### src/design/gnfm_pkg.sv
// Shared types, sizes and codes for the gated nearest feature match unit.
package gnfm_pkg;

    localparam int MAX_STORED = 64;
    localparam int ADDR_W     = $clog2(MAX_STORED);
    localparam int CNT_W      = $clog2(MAX_STORED + 1);

    localparam logic [1:0]  MODE_LOAD  = 2'd0;
    localparam logic [1:0]  MODE_QUERY = 2'd1;
    localparam logic [1:0]  MODE_CLEAR = 2'd2;

    localparam logic [23:0] GATE_RESET = 24'd4096;

    typedef struct packed {
        logic [1:0]         mode;
        logic signed [23:0] pos_x;
        logic signed [23:0] pos_y;
        logic [15:0]        feature_id;
    } item_t;

    typedef struct packed {
        logic [15:0] query_id;
        logic [15:0] match_id;
        logic        matched;
    } result_t;

    typedef struct packed {
        logic              wr_en;
        logic              rd_en;
        logic              q_start;
        logic [ADDR_W-1:0] addr;
    } ctl_t;

    typedef struct packed {
        logic pipe_busy;
    } sts_t;

endpackage

### src/design/gnfm_ctrl.sv
// Controller: table fill count, scan sequencing and result strobe.
module gnfm_ctrl (
    input  logic          clk,
    input  logic          rst_n,
    input  logic          start,
    input  logic [1:0]    mode,
    output logic          busy,
    output logic          done,
    output gnfm_pkg::ctl_t ctl,
    input  gnfm_pkg::sts_t sts
);
    import gnfm_pkg::*;

    localparam logic [1:0] ST_IDLE  = 2'd0;
    localparam logic [1:0] ST_SCAN  = 2'd1;
    localparam logic [1:0] ST_DRAIN = 2'd2;
    localparam logic [1:0] ST_DONE  = 2'd3;

    logic [1:0]        state_reg, state_next;
    logic [CNT_W-1:0]  count_reg, count_next;
    logic [ADDR_W-1:0] addr_reg, addr_next;

    always_ff @(posedge clk or negedge rst_n)
    begin
        if (!rst_n)
        begin
            state_reg <= ST_IDLE;
            count_reg <= '0;
            addr_reg  <= '0;
        end
        else
        begin
            state_reg <= state_next;
            count_reg <= count_next;
            addr_reg  <= addr_next;
        end
    end

    always_comb
    begin
        state_next  = state_reg;
        count_next  = count_reg;
        addr_next   = addr_reg;
        ctl.wr_en   = 1'b0;
        ctl.rd_en   = 1'b0;
        ctl.q_start = 1'b0;
        ctl.addr    = count_reg[ADDR_W-1:0];
        case (state_reg)
            ST_IDLE:
            begin
                if (start)
                begin
                    case (mode)
                        MODE_LOAD:
                        begin
                            // drop loads into a full table
                            if (count_reg < CNT_W'(MAX_STORED))
                            begin
                                ctl.wr_en  = 1'b1;
                                count_next = count_reg + 1'b1;
                            end
                        end
                        MODE_CLEAR:
                        begin
                            count_next = '0;
                        end
                        MODE_QUERY:
                        begin
                            ctl.q_start = 1'b1;
                            addr_next   = '0;
                            state_next  = (count_reg == '0) ? ST_DRAIN : ST_SCAN;
                        end
                        default:
                        begin
                            count_next = count_reg;
                        end
                    endcase
                end
            end
            ST_SCAN:
            begin
                ctl.rd_en = 1'b1;
                ctl.addr  = addr_reg;
                if (CNT_W'(addr_reg) + 1'b1 == count_reg)
                    state_next = ST_DRAIN;
                else
                    addr_next = addr_reg + 1'b1;
            end
            ST_DRAIN:
            begin
                // wait until the last entry has passed the compare stage
                if (!sts.pipe_busy)
                    state_next = ST_DONE;
            end
            ST_DONE:
            begin
                state_next = ST_IDLE;
            end
            default:
            begin
                state_next = ST_IDLE;
            end
        endcase
    end

    assign busy = (state_reg != ST_IDLE);
    assign done = (state_reg == ST_DONE);

endmodule

### config.mk
export PLATFORM = sky130hd
export DESIGN_NAME = gnfm_ctrl
export DESIGN_NICKNAME = d
export VERILOG_FILES = /design/src/design/gnfm_pkg.sv /design/src/design/gnfm_ctrl.sv
export SDC_FILE = /design/constraint.sdc
export NUM_CORES = 1
export LEC_CHECK = 0
export ABC_AREA = 1
export BUFFER_PORTS_ARGS = -buffer_cell sky130_fd_sc_hd__clkbuf_2
export CORE_ASPECT_RATIO = 0.7
export CORE_MARGIN = 1.5
export CORE_UTILIZATION = 50
export DETAILED_ROUTE_END_ITERATION = 7
export PLACE_DENSITY = 0.83
export SKIP_LAST_GASP = 1
export SYNTH_ARGS = -nofsm -noshare
export SYNTH_HDL_FRONTEND = slang
export SYNTH_SLANG_ARGS = --single-unit
### constraint.sdc
create_clock -name clk -period 1.7 [get_ports clk]
set_clock_uncertainty 0.05 [all_clocks]
set_input_delay 0 -clock clk [delete_from_list [all_inputs] [get_ports clk]]
set_output_delay 0 -clock clk [all_outputs]
set_load 0.02 [all_outputs]
==> metrics.cfg <==
[synth]
synthTopCellsByArea = dfrtp_1, nand2_1, nand3_1, inv_1, ha_1
netlist_area_um2 = 1170
ys_seq_area_share_pct = 32.1
synthCells = 170
synth-simple-area-share_pct = 41.3
synthAdderAreaFrac_pct = 7.49
syn_nets = 183
synthMuxAreaShare_pct = 0.963
synth.ff_latch_count = 15
synth-compound-area-share_pct = 9.52
yosysTopAreaCellShare_pct = 32.1
synth_top_family_by_area = simple AND/OR/NAND/NOR gates
avgSynthCellArea_um2 = 6.88
synth_xor_area_share_pct = 0
synth_area_leader_cell = dfrtp_1
yosys_warnings = 0
synth.distinct_cells = 22

[route]
vias = 1287
wire_per_inst_um = 13.9
drtAntennaViolNets = 0
vias_per_cell = 5.55
drtPass1Iterations = 5
drt_iter0_drc = 80
wl_um = 3230
route.detailed.drc = 0

[worst_setup_path]
startpoint_type = register
path_buf_inv = 2
worst_ep_required_time_ns = 1.89
critical_path_arrival_ns = 1.93
worstSetupPathType = reg -> reg
cp-end-kind = register
path_cells = buf_6, inv_1, nor2_4, nand2_1, nand2_1, nand3_1, nand2_1, nand3_1, nand2_2, nand2_4, nand2_4, nand2_2, nand2_2
cpPeakStageDelay_ns = 0.42
cp_max_fo = 7
path_delay_family = simple AND/OR/NAND/NOR gates
slowest_stage = dfrtp_1

[timing]
worst_slew_pin_slew_ns = 0.389
fin_setup_tns_ns = -0.253
drv_slew = 0
rsz0062_at_grt = yes
fin_ws_ns = -0.0461
slew-limit-headroom_pct = 74.1
finalHoldViolCount = 0
clock.fmax_mhz = 573
post-route-period-util_pct = 103
period_needed_ns = 1.75
finalSetupViolCount = 6

[finish]
fillers = 187
final_common_cell = nand2_1
drive_gt1_share_pct = 28.0
largest_reg_flops = 7
most-common-layout-cells = nand2_1, inv_1, nand3_1
final_nets = 214
area_delta_synth_final_pct = 27.3
final_area_um2 = 1490
antenna_cells = 0

[power]
p_per_area_nw_per_um2 = 1490
power.leakage_uw = 0.000765
p_clk_share_pct = 10.0
irDropWorstVdd_uv = 767
p_sw_share_pct = 51.0
combPwrFrac_pct = 65.2
p_sw_uw = 1130
seqPwrFrac_pct = 24.8
p_int_uw = 1080

[min_path]
min_path_type = in -> reg

[die]
placement_rows = 14
die-width_um = 60.8
core_region_area_um2 = 2170
die-area_um2 = 2640
ios = 17
dieHeight_um = 43.5
start_util_pct = 53.9

[placed_design]
port_buffers = 16
dp_slack_ns = -0.0534
dp_hpwl_um = 2430
gp_congestion = 0.961
dpl_cell_area_um2 = 1360

[cts]
clkTransAtPathRegs_ns = 0.10
numCtsBuffers = 3
cts_buffer_depth = 2
insertion_delay_ns = 0.30
clock_sinks = 15
root_buffer = clkbuf_4
cts_htree_levels = 1
cts_tree = done

[grt]
grt_util_met2_pct = 41.3
grt_pass1_wl_um = 5100
grt.overflow.total = 0
antenna_found_initial = 0
grt.total_usage_pct = 26.4
grt_pass1_vias = 1144
busiest_layer = met2
met3_usage_pct = 7.16
grt_max_degree = 16
grt_util_met1_pct = 36.4

[run]
cap_violations = 0

[outcome]
status = finished, violations left
violations = setup timing

-- worst paths after layout --
path | to | cells past startpoint | slack, ns | start
hold / removal | state_reg[1] | 4 | 0.02 | sts
max in group asynchronous | addr_reg[2] | 2 | 1.20 | rst_n
setup reg to reg | addr_reg[2] | 13 | -0.05 | addr_reg[0]
setup / recovery | addr_reg[2] | 13 | -0.05 | addr_reg[0]
hold reg to reg | addr_reg[4] | 2 | 0.52 | addr_reg[4]
min in group asynchronous | count_reg[4] | 2 | 0.10 | rst_n
-- synth_stat cells --
library cell	number
clkbuf_1	1
o21ai_0	9
nor3_4	2
nor2_1	9
mux2_2	1
a21oi_1	7
nand2_4	2
nor2_2	4
buf_4	1
nand2_2	3
a22oi_1	1
nor3b_1	2
a22o_1	1
o21bai_1	2
nor4_1	1
nand2_1	52
ha_1	7
nand3_1	21
nor3_1	2
dfrtp_1	15
nand4_1	3
inv_1	24
-- power groups by stage --
stage	combinational, uW	clock [uW]	sequential (uW)
finish	1440	222	548
detailed placement	1280	0	536
floorplan	900	0	534
global placement	1240	0	530
CTS	1320	223	540
global route	1580	234	554
-- final cells by class --
class                   count  area [um^2]  share of cell area, %
multi-input cells         129          766                   51.4
flip-flops and latches     15          377                   25.3
repair buffers             28          190                   12.8
inverters                  24         90.1                   6.05
well taps                  32         40.0                   2.69
clock buffers               4         26.3                   1.76
-- per-layer routing --
layer / wire [um] / up-vias
li1: - / 615
met1: 1420 / 590
met2: 1460 / 72
met3: 300 / 10
met4: 49 / 0
met5: 0 / -
-- stage by stage --
step,total power [uW],util (%),hold slack [ns],instances
2_1_floorplan,1430,-,-0.346,170
3_3_place_gp,1770,62.7,-0.117,224
3_5_place_dp,1820,62.7,-0.109,224
4_1_cts,2080,65.6,0.0193,229
5_1_grt,2370,68.5,0.0754,232
6_report,2210,68.5,0.0197,232
-- worst min-delay path, stage by stage --
cell      delay [ns]
clkbuf_2        0.08
a22oi_1         0.09
nand2_2         0.10
o21ai_1         0.06
-- cells by family after synthesis --
logic type / Yosys count
and+or+nand+nor: 101
DFF: 15
muxes: 1
buffers and inverters: 26
adders and majority gates: 7
AOI/OAI and AO/OA: 20
-- repair_timing --
action | CTS | global route
resized for setup | 9 | 19
hold buffers | 1 | 0
setup endpoints to repair | 12 | 17
endpoints found under the hold margin | 15 | 0
buffers inserted | 0 | 3
pin swaps | 1 | 3
Note: power is estimated with default switching activity, not from simulation.
